$ cat src/rtl/gcpa_pkg.sv
`timescale 1ns / 1ps
// ----------------------------------------------------------------------------
// gcpa_pkg
// shared types and constants of the chunk pool allocator
// ----------------------------------------------------------------------------
package gcpa_pkg;

    localparam int POOL_BLOCKS = 16;
    localparam int CHUNKS_MAX = 32;
    localparam int POOL_DEPTH = POOL_BLOCKS * CHUNKS_MAX;

    localparam int HANDLE_W = 9;
    localparam int CHUNK_W  = 5;
    localparam int BLOCK_W  = 4;
    localparam int LINK_W   = HANDLE_W + 1;
    localparam int OFFSET_W = 17;

    localparam int CPB_W   = 6;
    localparam int MAXB_W  = 5;
    localparam int BYTES_W = 13;
    localparam int CFG_W   = BYTES_W;
    localparam int IDX_W   = 2;

    localparam logic [CPB_W-1:0]   DEFAULT_CHUNKS  = 6'd32;
    localparam logic [MAXB_W-1:0]  DEFAULT_BLOCKS  = 5'd1;
    localparam logic [MAXB_W-1:0]  LIMIT_BLOCKS    = 5'd16;
    localparam logic [BYTES_W-1:0] MIN_CHUNK_BYTES = 13'd8;
    localparam logic [BYTES_W-1:0] MAX_CHUNK_BYTES = 13'd4096;

    localparam logic [IDX_W-1:0] REG_CHUNKS_PER_BLOCK = 2'd0;
    localparam logic [IDX_W-1:0] REG_MAX_BLOCKS       = 2'd1;
    localparam logic [IDX_W-1:0] REG_CHUNK_BYTES      = 2'd2;

    localparam logic OP_ALLOC = 1'b0;
    localparam logic OP_FREE  = 1'b1;

    typedef struct packed {
        logic [CPB_W-1:0]   chunks;
        logic [MAXB_W-1:0]  blocks;
        logic [BYTES_W-1:0] bytes;
    } cfg_t;

    typedef struct packed {
        logic                granted;
        logic [HANDLE_W-1:0] handle;
        logic [OFFSET_W-1:0] byte_offset;
        logic                grew;
    } result_t;

endpackage

$ cat src/rtl/gcpa_ctrl.sv
`timescale 1ns / 1ps
// ----------------------------------------------------------------------------
// gcpa_ctrl
// free list head, bump pointer, request sequencing and result register
// ----------------------------------------------------------------------------
module gcpa_ctrl
    import gcpa_pkg::*;
(
    input  logic                clk,
    input  logic                rst_n,
    input  cfg_t                cfg,
    input  logic                req_valid,
    output logic                req_ready,
    input  logic                req_op,
    input  logic [HANDLE_W-1:0] req_handle,
    output logic                res_valid,
    input  logic                res_ready,
    output result_t             res,
    output logic                mem_we,
    output logic [HANDLE_W-1:0] mem_waddr,
    output logic [LINK_W-1:0]   mem_wdata,
    output logic [HANDLE_W-1:0] mem_raddr,
    input  logic [LINK_W-1:0]   mem_rdata
);

    typedef enum logic {ST_IDLE, ST_POP} state_t;

    state_t               state_reg;
    logic [LINK_W-1:0]    head_reg;
    logic [MAXB_W-1:0]    blocks_reg;
    logic [CPB_W-1:0]     fresh_reg;
    logic [HANDLE_W-1:0]  pop_handle_reg;
    logic                 res_valid_reg;
    result_t              res_reg;

    logic                 accept;
    logic                 res_load;
    logic                 can_fresh;
    logic                 can_grow;
    logic [CHUNK_W-1:0]   mul_chunk;
    logic [OFFSET_W:0]    mul_full;
    logic [OFFSET_W-1:0]  offset;
    logic [BLOCK_W-1:0]   fresh_block;
    result_t              res_next;

    assign req_ready = (state_reg == ST_IDLE) && (!res_valid_reg || res_ready);
    assign accept    = req_valid && req_ready;

    // every request except a pop loads the result register when taken
    assign res_load  = (state_reg == ST_POP)
                       || (accept && !((req_op == OP_ALLOC) && head_reg[HANDLE_W]));

    assign mem_we    = accept && (req_op == OP_FREE);
    assign mem_waddr = req_handle;
    assign mem_wdata = head_reg;
    assign mem_raddr = head_reg[HANDLE_W-1:0];

    assign can_fresh   = (blocks_reg != '0) && (fresh_reg < cfg.chunks);
    assign can_grow    = blocks_reg < cfg.blocks;
    assign fresh_block = BLOCK_W'(blocks_reg - 5'd1);

    always_comb
    begin
        mul_chunk = (state_reg == ST_POP) ? pop_handle_reg[CHUNK_W-1:0]
                                          : fresh_reg[CHUNK_W-1:0];
        mul_full  = (OFFSET_W+1)'(mul_chunk) * (OFFSET_W+1)'(cfg.bytes);
        offset    = mul_full[OFFSET_W-1:0];
    end

    always_comb
    begin
        res_next = '0;
        if (state_reg == ST_POP)
        begin
            res_next.granted     = 1'b1;
            res_next.handle      = pop_handle_reg;
            res_next.byte_offset = offset;
        end
        else if (req_op == OP_FREE)
        begin
            res_next.granted = 1'b1;
            res_next.handle  = req_handle;
        end
        else if (can_fresh)
        begin
            res_next.granted     = 1'b1;
            res_next.handle      = {fresh_block, fresh_reg[CHUNK_W-1:0]};
            res_next.byte_offset = offset;
        end
        else if (can_grow)
        begin
            res_next.granted = 1'b1;
            res_next.handle  = {blocks_reg[BLOCK_W-1:0], {CHUNK_W{1'b0}}};
            res_next.grew    = 1'b1;
        end
    end

    always_ff @(posedge clk or negedge rst_n)
    begin
        if (!rst_n)
        begin
            state_reg      <= ST_IDLE;
            head_reg       <= '0;
            blocks_reg     <= '0;
            fresh_reg      <= '0;
            pop_handle_reg <= '0;
            res_valid_reg  <= 1'b0;
            res_reg        <= '0;
        end
        else
        begin
            if (res_load)
            begin
                res_valid_reg <= 1'b1;
            end
            else if (res_ready)
            begin
                res_valid_reg <= 1'b0;
            end
            case (state_reg)
                ST_IDLE:
                begin
                    if (accept)
                    begin
                        if (req_op == OP_FREE)
                        begin
                            head_reg <= {1'b1, req_handle};
                            res_reg  <= res_next;
                        end
                        else if (head_reg[HANDLE_W])
                        begin
                            // pop waits in ST_POP for the registered link read
                            pop_handle_reg <= head_reg[HANDLE_W-1:0];
                            state_reg      <= ST_POP;
                        end
                        else
                        begin
                            res_reg <= res_next;
                            if (can_fresh)
                            begin
                                fresh_reg <= fresh_reg + 6'd1;
                            end
                            else if (can_grow)
                            begin
                                blocks_reg <= blocks_reg + 5'd1;
                                fresh_reg  <= 6'd1;
                            end
                        end
                    end
                end
                ST_POP:
                begin
                    head_reg  <= mem_rdata;
                    res_reg   <= res_next;
                    state_reg <= ST_IDLE;
                end
                default:
                begin
                    state_reg <= ST_IDLE;
                end
            endcase
        end
    end

    assign res_valid = res_valid_reg;
    assign res       = res_reg;

endmodule

$ cat config.mk
export PLATFORM = sky130hd
export DESIGN_NAME = gcpa_ctrl
export DESIGN_NICKNAME = d
export VERILOG_FILES = /design/src/rtl/gcpa_pkg.sv /design/src/rtl/gcpa_ctrl.sv
export SDC_FILE = /design/constraint.sdc
export NUM_CORES = 1
export LEC_CHECK = 0
export BUFFER_PORTS_ARGS = -buffer_cell sky130_fd_sc_hd__buf_2
export CAP_MARGIN = 30
export CORE_UTILIZATION = 50
export DETAILED_ROUTE_END_ITERATION = 8
export PLACE_DENSITY = 0.84
export SKIP_CTS_REPAIR_TIMING = 1
export SYNTH_ARGS = -nofsm -noshare
export SYNTH_HDL_FRONTEND = slang
export SYNTH_SLANG_ARGS = --single-unit
$ cat constraint.sdc
create_clock -name clk -period 8.08 [get_ports clk]
set_input_delay 0.808 -clock clk [delete_from_list [all_inputs] [get_ports clk]]
set_output_delay 0.808 -clock clk [all_outputs]
set_load 0.02 [all_outputs]
==> summary.md, run 1 <==
| Metric | Value |
|---|---|
| Core Area | 0.00986 mm^2 |
| Crit end category | flip-flop |
| Post-DRT Antenna Nets | 0 |
| Largest net degree at the start of global routing | 61 |
| Pins Over Slew Limit | 0 |
| Crit path top cell by count | fa_1 |
| Synth Area in Compound Gates | 15.1% |
| Reg2reg path depth | 14 |
| CTS Sinks | 60 |
| Root buffer cell | clkbuf_8 |
| Main combinational cell family by area after synthesis | adder cells |
| LEAKAGE | 3.01 nW |
| Post-DP Area | 0.00564 mm^2 |
| Simple-gate portion of the synthesized area | 17.5% |
| Tcrit/Tclk final | approximately three fifths |
| Clock Skew | 10.8 ps |
| P&R area growth vs syn | 14.9% |
| Vias per std cell | 5.45 |
| Number of diodes | 0 |
| Crit-path slowest cell | o21ai_1 |
| Total track usage | 24.0% |
| Async S/R FF share, synth | 100% |
| Worst setup SP type | flip-flop |
| Upper clock frequency limit | 205 MHz |
| Seq/Total Area, Yosys | 29.3% |
| Worst-path clk slew | about 70 ps |
| Status | completed |
| Dpl ws | 3250 ps |
| Starting Density | 52.0% |
| Setup ws final | approximately 3200 ps |
| Synth unique cells | 67 |
| CTS buffer count | 9 |
| Worst hold start | res[4] |
| Post-synthesis mux area share | about 2.8% |
| Fin nets | 763 |
| Top-level I/O count | 107 |
| Pre-antenna DRT Iters | 5 |
| Die X | 103 um |
| Total Power | between 2 and 3 mW |
| WS Path Type | flip-flop to flip-flop |
| Req. time, crit path | 8330 ps |
| Synth area leader | dfrtp_1 |
| Number of cells on the worst hold path | 2 |
| Max reg flops | 28 |
| Max-cap violations | 0 |
| Vias in the first global route | approximately 4,300 |
| Avg Inst Size Synth | 9.18 um^2 |
| Final Hold Violating Endpoints | 0 |
| CP startpoint | state_reg |
| XOR/XNOR Fraction of Synth Area | 3.93% |
| I/O Buffers | 106 |
| Setup violators final | 0 |
| Commonest non-fill, non-tap cell in the layout | buf_2 |
| First-pass GRT wire length | 19,700 um |
| Hold Path Sink | res[4] |
| Share of layout cells above drive strength 1 | a little under a quarter |
| CTS tree | built |
| Yosys top cell area share | about 29% |
| Syn_nets | 677 |
| Site Rows | 36 |
| Clock Tree Buf Depth | 2 |
| Min Hold Slack | roughly 470 ps |
| Reg-to-reg slack, setup | 3190 ps |
| #FFs+latches synth | 60 |
| Critical Path, Cell by Cell | o21ai_1, and2_1, fa_1, fa_1, inv_1, fa_1, inv_1, ha_1, o21ai_0, a21oi_1, o211ai_1, a221o_1, xnor2_1, o31ai_1 |
| Wire length per cell | 15.3 um |
| Top_reg_cell synth | dfrtp_1 |
| Launching point of the worst reg2reg path | state_reg |
| Placed cells | about 770 |
| Max IR drop VDD | approximately 310 uV |
| Worst-path maximum fanout | 13 |
| Final core utilization | 59.7% |
| Post-Syn Area | 0.00513 mm^2 |
| Via count | 4,269 |
| WL final | 12,000 um |
| Period minus WS final | 4890 ps |
| Yosys warnings | 0 |
| Critical path data arrival time | ~5000 ps |
| Post-synth EDFFs | 0 |
| PwrDens | approximately 450 mW/mm^2 |
| Gate Count Post-Synth | 559 |
| Crit path largest cell delay | 730 ps |
| 1st-iter DRT viols | 162 |
| Grt ovf | 0 |
| GP Congestion | 0.850 |
| # DRC | 0 |
| Initial antenna violation count | 0 |
| Design area | approximately 0.006 mm^2 |
| Post-Layout Cell Count | 783 |
| Post-route setup TNS | 0 ps |
| Hold WC Path Type | flip-flop to flip-flop |
| Total die area | roughly 0.011 mm^2 |
| Synth area leaders | dfrtp_1 (29%), fa_1 (12%), ha_1 (9.3%), nand2_1 (5.3%), inv_1 (5.0%) |
| Worst Max-Slew Pin Slew | 974 ps |
| Htree depth | 3 |
| Synth Area in Adders | between 20% and 30% |
| RSZ-0062 raised after global routing | no |
| Clk_lat worst skew | 340 ps |
| Worst r2r dst | res[17] |
| Die H | 103 um |
| Slew HR | about a third |
| DPL Wire Length | 9450 um |
| Most frequent cells in the layout | buf_2 (108), nand2_1 (73), inv_1 (69) |
## routing by layer
layer	vias up	global-route usage (%)	part of all wire (%)
met4	0	9.64	2.6
met2	139	44.5	54
met3	28	4.37	4.3
li1	2024	-	-
met5	-	0	0
met1	2078	27.3	39
## cell type report
type | instances | area [um^2]
inverter | 70 | 265
multi-input combinational | 392 | 3140
clock inverter | 4 | 95.1
timing repair buffer | 112 | 571
fill | 838 | 3970
sequential | 60 | 1500
tap | 133 | 166
clock buffer | 12 | 155
## critical path: cells and delay by family (launching register included)
kind / cells / cell delay [ps]
flops: 1 / 520
fa+ha+maj: 4 / 1870
simple gates: 1 / 260
compound gates: 6 / 1910
buf+inv: 2 / 100
xor+xnor: 1 / 130
## report_power, final
part	leakage, nW	internal [mW]	switching [mW]	total [mW]
clock network	0.127	0.221	0.120	0.341
logic	2.13	0.723	1.05	1.77
registers	0.750	0.424	0.105	0.529
total	3.01	1.37	1.27	2.64
## Yosys cell counts, types with 10 or more instances
cell type / count
a21oi_1: 10
a31oi_1: 10
and2_1: 30
buf_4: 18
clkbuf_1: 13
dfrtp_1: 60
fa_1: 32
ha_1: 38
inv_1: 69
nand2_1: 73
nor2_1: 20
nor2b_1: 13
o21ai_0: 12
o21ai_1: 12
xnor2_1: 17
## cells by family after synthesis
| logic type | Yosys count |
|---|---|
| mux | 13 |
| simple gates | 180 |
| xor+xnor | 23 |
| fa+ha+maj | 70 |
| compound gates | 106 |
| buf+inv | 107 |
| flops | 60 |
## worst max-delay path by stage
stage,endpoint,slack (ps)
global route,res[17],2870
global placement,res[17],3150
finish,res[17],3190
detailed placement,res[17],3250
floorplan,res[17],3720
CTS,res[17],3240
No activity file was read; power rests on OpenSTA's default activity.
==> inputs of run 2 (changes only) <==
Clock period 8.08 ns to 4.6 ns, I/O delays scaled along.
==> summary.md, run 2 (synthesized netlist as in run 1, its figures left out) <==
| Metric | Value |
|---|---|
| Bufs and invs on worst path | 4 |
| Die H | 103 um |
| Highest metal used | met4 |
| Worst Max-Slew Pin Slew | approximately 950 ps |
| Clock Tree Buf Depth | 2 |
| Crit path top cell by count | fa_1 |
| First-pass GRT wire length | 19,100 um |
| Starting Density | 52.0% |
| Period minus WS final | between 4000 and 5000 ps |
| Max reg flops | 28 |
| Die X | roughly 100 um |
| Grt ovf | 0 |
| DPL Wire Length | between 9000 and 10,000 um |
| Dpl ws | -83.2 ps |
| Max IR drop VDD | between 600 and 700 uV |
| Pre-antenna DRT Iters | 5 |
| Clock Skew | 10.4 ps |
| Number of diodes | 0 |
| Wl on met1 | 4710 um |
| Critical Path, Cell by Cell | buf_12, nand2_1, o21ai_0, buf_4, and2_1, fa_1, fa_1, inv_1, fa_1, inv_1, ha_4, o211ai_1, a21boi_2, o211ai_1, a221o_1, xnor2_1, o31ai_1 |
| Worst path top cell family by delay | adder cells |
| CTS Sinks | 60 |
| RSZ-0062 raised after global routing | yes |
| Min Hold Slack | 265 ps |
| Via count | 4,372 |
| Core Area | 0.00986 mm^2 |
| Placed cells | about 770 |
| Met2 Routed Length | ~6600 um |
| Worst-path clk slew | 70 ps |
| Crit-path slowest cell | fa_1 |
| Total die area | 0.0107 mm^2 |
| Post-route setup TNS | 0 ps |
| Status | completed |
| Pins Over Slew Limit | 0 |
| Tcrit/Tclk final | 95.9% |
| Root buffer cell | clkbuf_8 |
| I/O Buffers | 106 |
| Critical path data arrival time | ~4700 ps |
| Final core utilization | 61.1% |
| GP Congestion | between 0.9 and 1 |
| CTS buffer count | 9 |
| # DRC | 0 |
| Req. time, crit path | 4860 ps |
| Most frequent cells in the layout | buf_2 (106), nand2_1 (73), inv_1 (69) |
| Multi-input gate area | 0.00321 mm^2 |
| Share of layout cells above drive strength 1 | between 20% and 30% |
| # fillers | 785 |
| Setup ws final | 187 ps |
| Slew HR | about 37% |
| Post-DRT Antenna Nets | 0 |
| P&R area growth vs syn | 17.4% |
| Vias per std cell | 5.52 |
| 1st-iter DRT viols | 206 |
| Commonest non-fill, non-tap cell in the layout | buf_2 |
| Site Rows | 36 |
| Setup violators final | 0 |
| Initial antenna violation count | 0 |
| PwrDens | between 800 and 900 mW/mm^2 |
| Upper clock frequency limit | 227 MHz |
| Hold WC Path Type | input pin to asynchronous set/reset pin |
| Top-level I/O count | 107 |
| Clk_lat worst skew | 350 ps |
| Post-Layout Cell Count | 792 |
| LEAKAGE | 3.04 nW |
| CTS tree | built |
| Max-cap violations | 0 |
| Wire length per cell | 15.4 um |
| Register area | 0.00150 mm^2 |
| Worst setup SP type | flip-flop |
| WS Path Type | flip-flop to flip-flop |
| Final Hold Violating Endpoints | 0 |
| Met3 wire length | about 570 um |
| WL final | around 12,000 um |
| Crit path largest cell delay | between 500 and 600 ps |
| Htree depth | 3 |
| Total track usage | between 20% and 30% |
| Vias in the first global route | 4,182 |
| Worst-path maximum fanout | 20 |
| Crit end category | flip-flop |
| Largest net degree at the start of global routing | 61 |
| Fin nets | 772 |
run 2: worst paths after layout:
kind / from / endpoint / slack [ps] / cells after the start
hold reg to reg: res[2] / res[2] / 470 / 2
setup reg to reg: state_reg / res[17] / 190 / 17
max in group asynchronous: rst_n / state_reg / 3760 / 2
setup / recovery: state_reg / res[17] / 190 / 17
hold / removal: rst_n / blocks_reg[3] / 260 / 2
min in group clk: mem_rdata[7] / mem_wdata[7] / 320 / 3
run 2: area by class of cell:
| class | count | share of cell area (%) |
|---|---|---|
| Clock buffer | 12 | 2.58 |
| Clock inverter | 4 | 0.789 |
| Inverter | 70 | 4.40 |
| Multi-Input combinational cell | 392 | 53.3 |
| Sequential cell | 60 | 24.9 |
| Tap cell | 133 | 2.76 |
| Timing Repair Buffer | 121 | 11.2 |
run 2: per-stage QoR:
step	area [um^2]	power, mW
finish	6020	4.85
global route	6020	5.31
CTS	5910	4.60
detailed placement	5710	4.10
global placement	5710	3.94
floorplan	5130	3.34
run 2: per-layer routing:
layer  vias up  GRT usage, %
li1       2041             -
met1      2148          26.4
met2       149          42.8
met3        34          4.23
met4         0          9.97
met5         -             0
run 2: power breakdown:
group | switching, mW | internal, mW | total, mW
Combinational | 1.98 | 1.46 | 3.44
Sequential | 0.174 | 0.745 | 0.919
Clock | 0.210 | 0.278 | 0.488
Total | 2.36 | 2.49 | 4.85
==> inputs of run 3 (changes only) <==
Settings changed: REMOVE_ABC_BUFFERS set to 1.
==> summary.md, run 3 (synthesized netlist as in run 1, its figures left out) <==
| Metric | Value |
|---|---|
| Max-cap violations | 0 |
| # DRC | 0 |
| Total track usage | 26.1% |
| Total die area | 0.0107 mm^2 |
| P&R area growth vs syn | 17.2% |
| Crit-path slowest cell | fa_1 |
| Clock Skew | between 10 and 15 ps |
| Vias in the first global route | around 4,300 |
| Vias per std cell | 5.64 |
| 1st-iter DRT viols | 410 |
| Multi-input gate area | 0.00320 mm^2 |
| Design area | 0.00601 mm^2 |
| Die X | 103 um |
| Via count | about 4,500 |
| LEAKAGE | 3.04 nW |
| Share of layout cells above drive strength 1 | 26.8% |
| Final core utilization | ~61% |
| CTS tree | built |
| Top-level I/O count | 107 |
| Upper clock frequency limit | 222 MHz |
| Critical path data arrival time | approximately 4800 ps |
| Post-DRT Antenna Nets | 0 |
| Worst Max-Slew Pin Slew | between 800 and 900 ps |
| Worst-path clk slew | 80 ps |
| I/O Buffers | about 110 |
| Commonest non-fill, non-tap cell in the layout | buf_2 |
| # fillers | 781 |
| Number of diodes | 0 |
| Setup violators final | 0 |
| Slew HR | 43.8% |
| DPL Wire Length | 9520 um |
| Largest net degree at the start of global routing | 61 |
| Status | completed |
| Worst setup SP type | flip-flop |
| Reg-to-reg slack, setup | 100 ps |
| PwrDens | 821 mW/mm^2 |
| Grt ovf | 0 |
| Initial antenna violation count | 0 |
| Site Rows | 36 |
| Post-DP Area | 0.00568 mm^2 |
| Crit end category | flip-flop |
| First-pass GRT wire length | 21,200 um |
| CTS Sinks | 60 |
| CTS buffer count | 9 |
| Clk_lat worst skew | 370 ps |
| Starting Density | 52.0% |
| Final Hold Violating Endpoints | 0 |
| Critical Path, Cell by Cell | clkbuf_2, o21ai_1, buf_4, buf_4, and2_1, fa_1, fa_1, inv_1, fa_1, inv_1, ha_1, o211ai_1, a21boi_2, buf_4, o221ai_2, a31oi_1, xnor2_1, a22o_1 |
| WS Path Type | flip-flop to flip-flop |
| Fin nets | 774 |
| Worst-path maximum fanout | 11 |
| Wire length per cell | about 16 um |
| Htree depth | 3 |
| GP Congestion | 0.868 |
| Hold WC Path Type | input pin to asynchronous set/reset pin |
| Root buffer cell | clkbuf_8 |
| Register area | 0.00150 mm^2 |
| Crit path largest cell delay | roughly 530 ps |
| Core Area | 0.00986 mm^2 |
| Post-route setup TNS | 0 ps |
| Period minus WS final | between 4000 and 5000 ps |
| Most frequent cells in the layout | buf_2 (106), nand2_1 (73), inv_1 (69) |
| Pre-antenna DRT Iters | 5 |
| Max IR drop VDD | between 300 and 400 uV |
| Max reg flops | 28 |
| Pins Over Slew Limit | 0 |
| Die H | 103 um |
| Tcrit/Tclk final | a little over nine tenths |
| Req. time, crit path | 4850 ps |
| Clock Tree Buf Depth | 2 |
| WL final | approximately 13,000 um |
==> run 3: changes by cell type in the layout (fill, tap and decap cells not counted), sizes merged <==
cell,change
bufinv,+1
inv,+2
buf,+2
clkbuf,-3
==> run 3: layer usage <==
layer	part of all wire (%)	up-vias	track usage (%)
met4	2.9	0	10.6
li1	-	2046	-
met2	50	215	44.2
met5	0	-	0
met3	6.3	42	4.30
met1	41	2178	33.5
==> run 3: worst max-delay path: cells and delay by family, from the launching register on <==
kind / cells / cell delay [ps]
adders and majority gates: 4 / 1860
and+or+nand+nor: 1 / 160
AOI/OAI and AO/OA: 6 / 1040
DFF: 1 / 430
buffers and inverters: 6 / 740
xor gates and xnor gates: 1 / 150
==> run 3: cell type report <==
type | count | share of cell area, %
clock buffer | 9 | 2.06
clock inverter | 7 | 1.64
inverter | 70 | 4.41
multi-input combinational | 392 | 53.2
sequential | 60 | 25.0
tap | 133 | 2.77
timing repair buffer | 123 | 10.9
==> run 3: where the power goes <==
part / internal [mW] / switching, mW / total (mW)
registers: 0.746 / 0.190 / 0.936
clock network: 0.308 / 0.246 / 0.555
logic: 1.42 / 2.02 / 3.45
total: 2.48 / 2.46 / 4.94
==> run 3: per-stage QoR <==
step	cells	worst slack (ps)	hold WS [ps]	power (mW)
3_5_place_dp	772	129	454	4.07
3_3_place_gp	772	375	447	3.91
4_1_cts	788	94.5	282	4.67
5_1_grt	794	-41.1	324	5.36
2_1_floorplan	522	-254	164	3.22
6_report	794	102	247	4.94
==> run 3: final timing paths <==
check / from / endpoint / depth (start not counted)
hold reg to reg: res[2] / res[2] / 2
max in group asynchronous: rst_n / state_reg / 2
setup reg to reg: state_reg / res[16] / 18
setup / recovery: state_reg / res[16] / 18
hold / removal: rst_n / res[23] / 2
min in group clk: mem_rdata[7] / mem_wdata[7] / 3
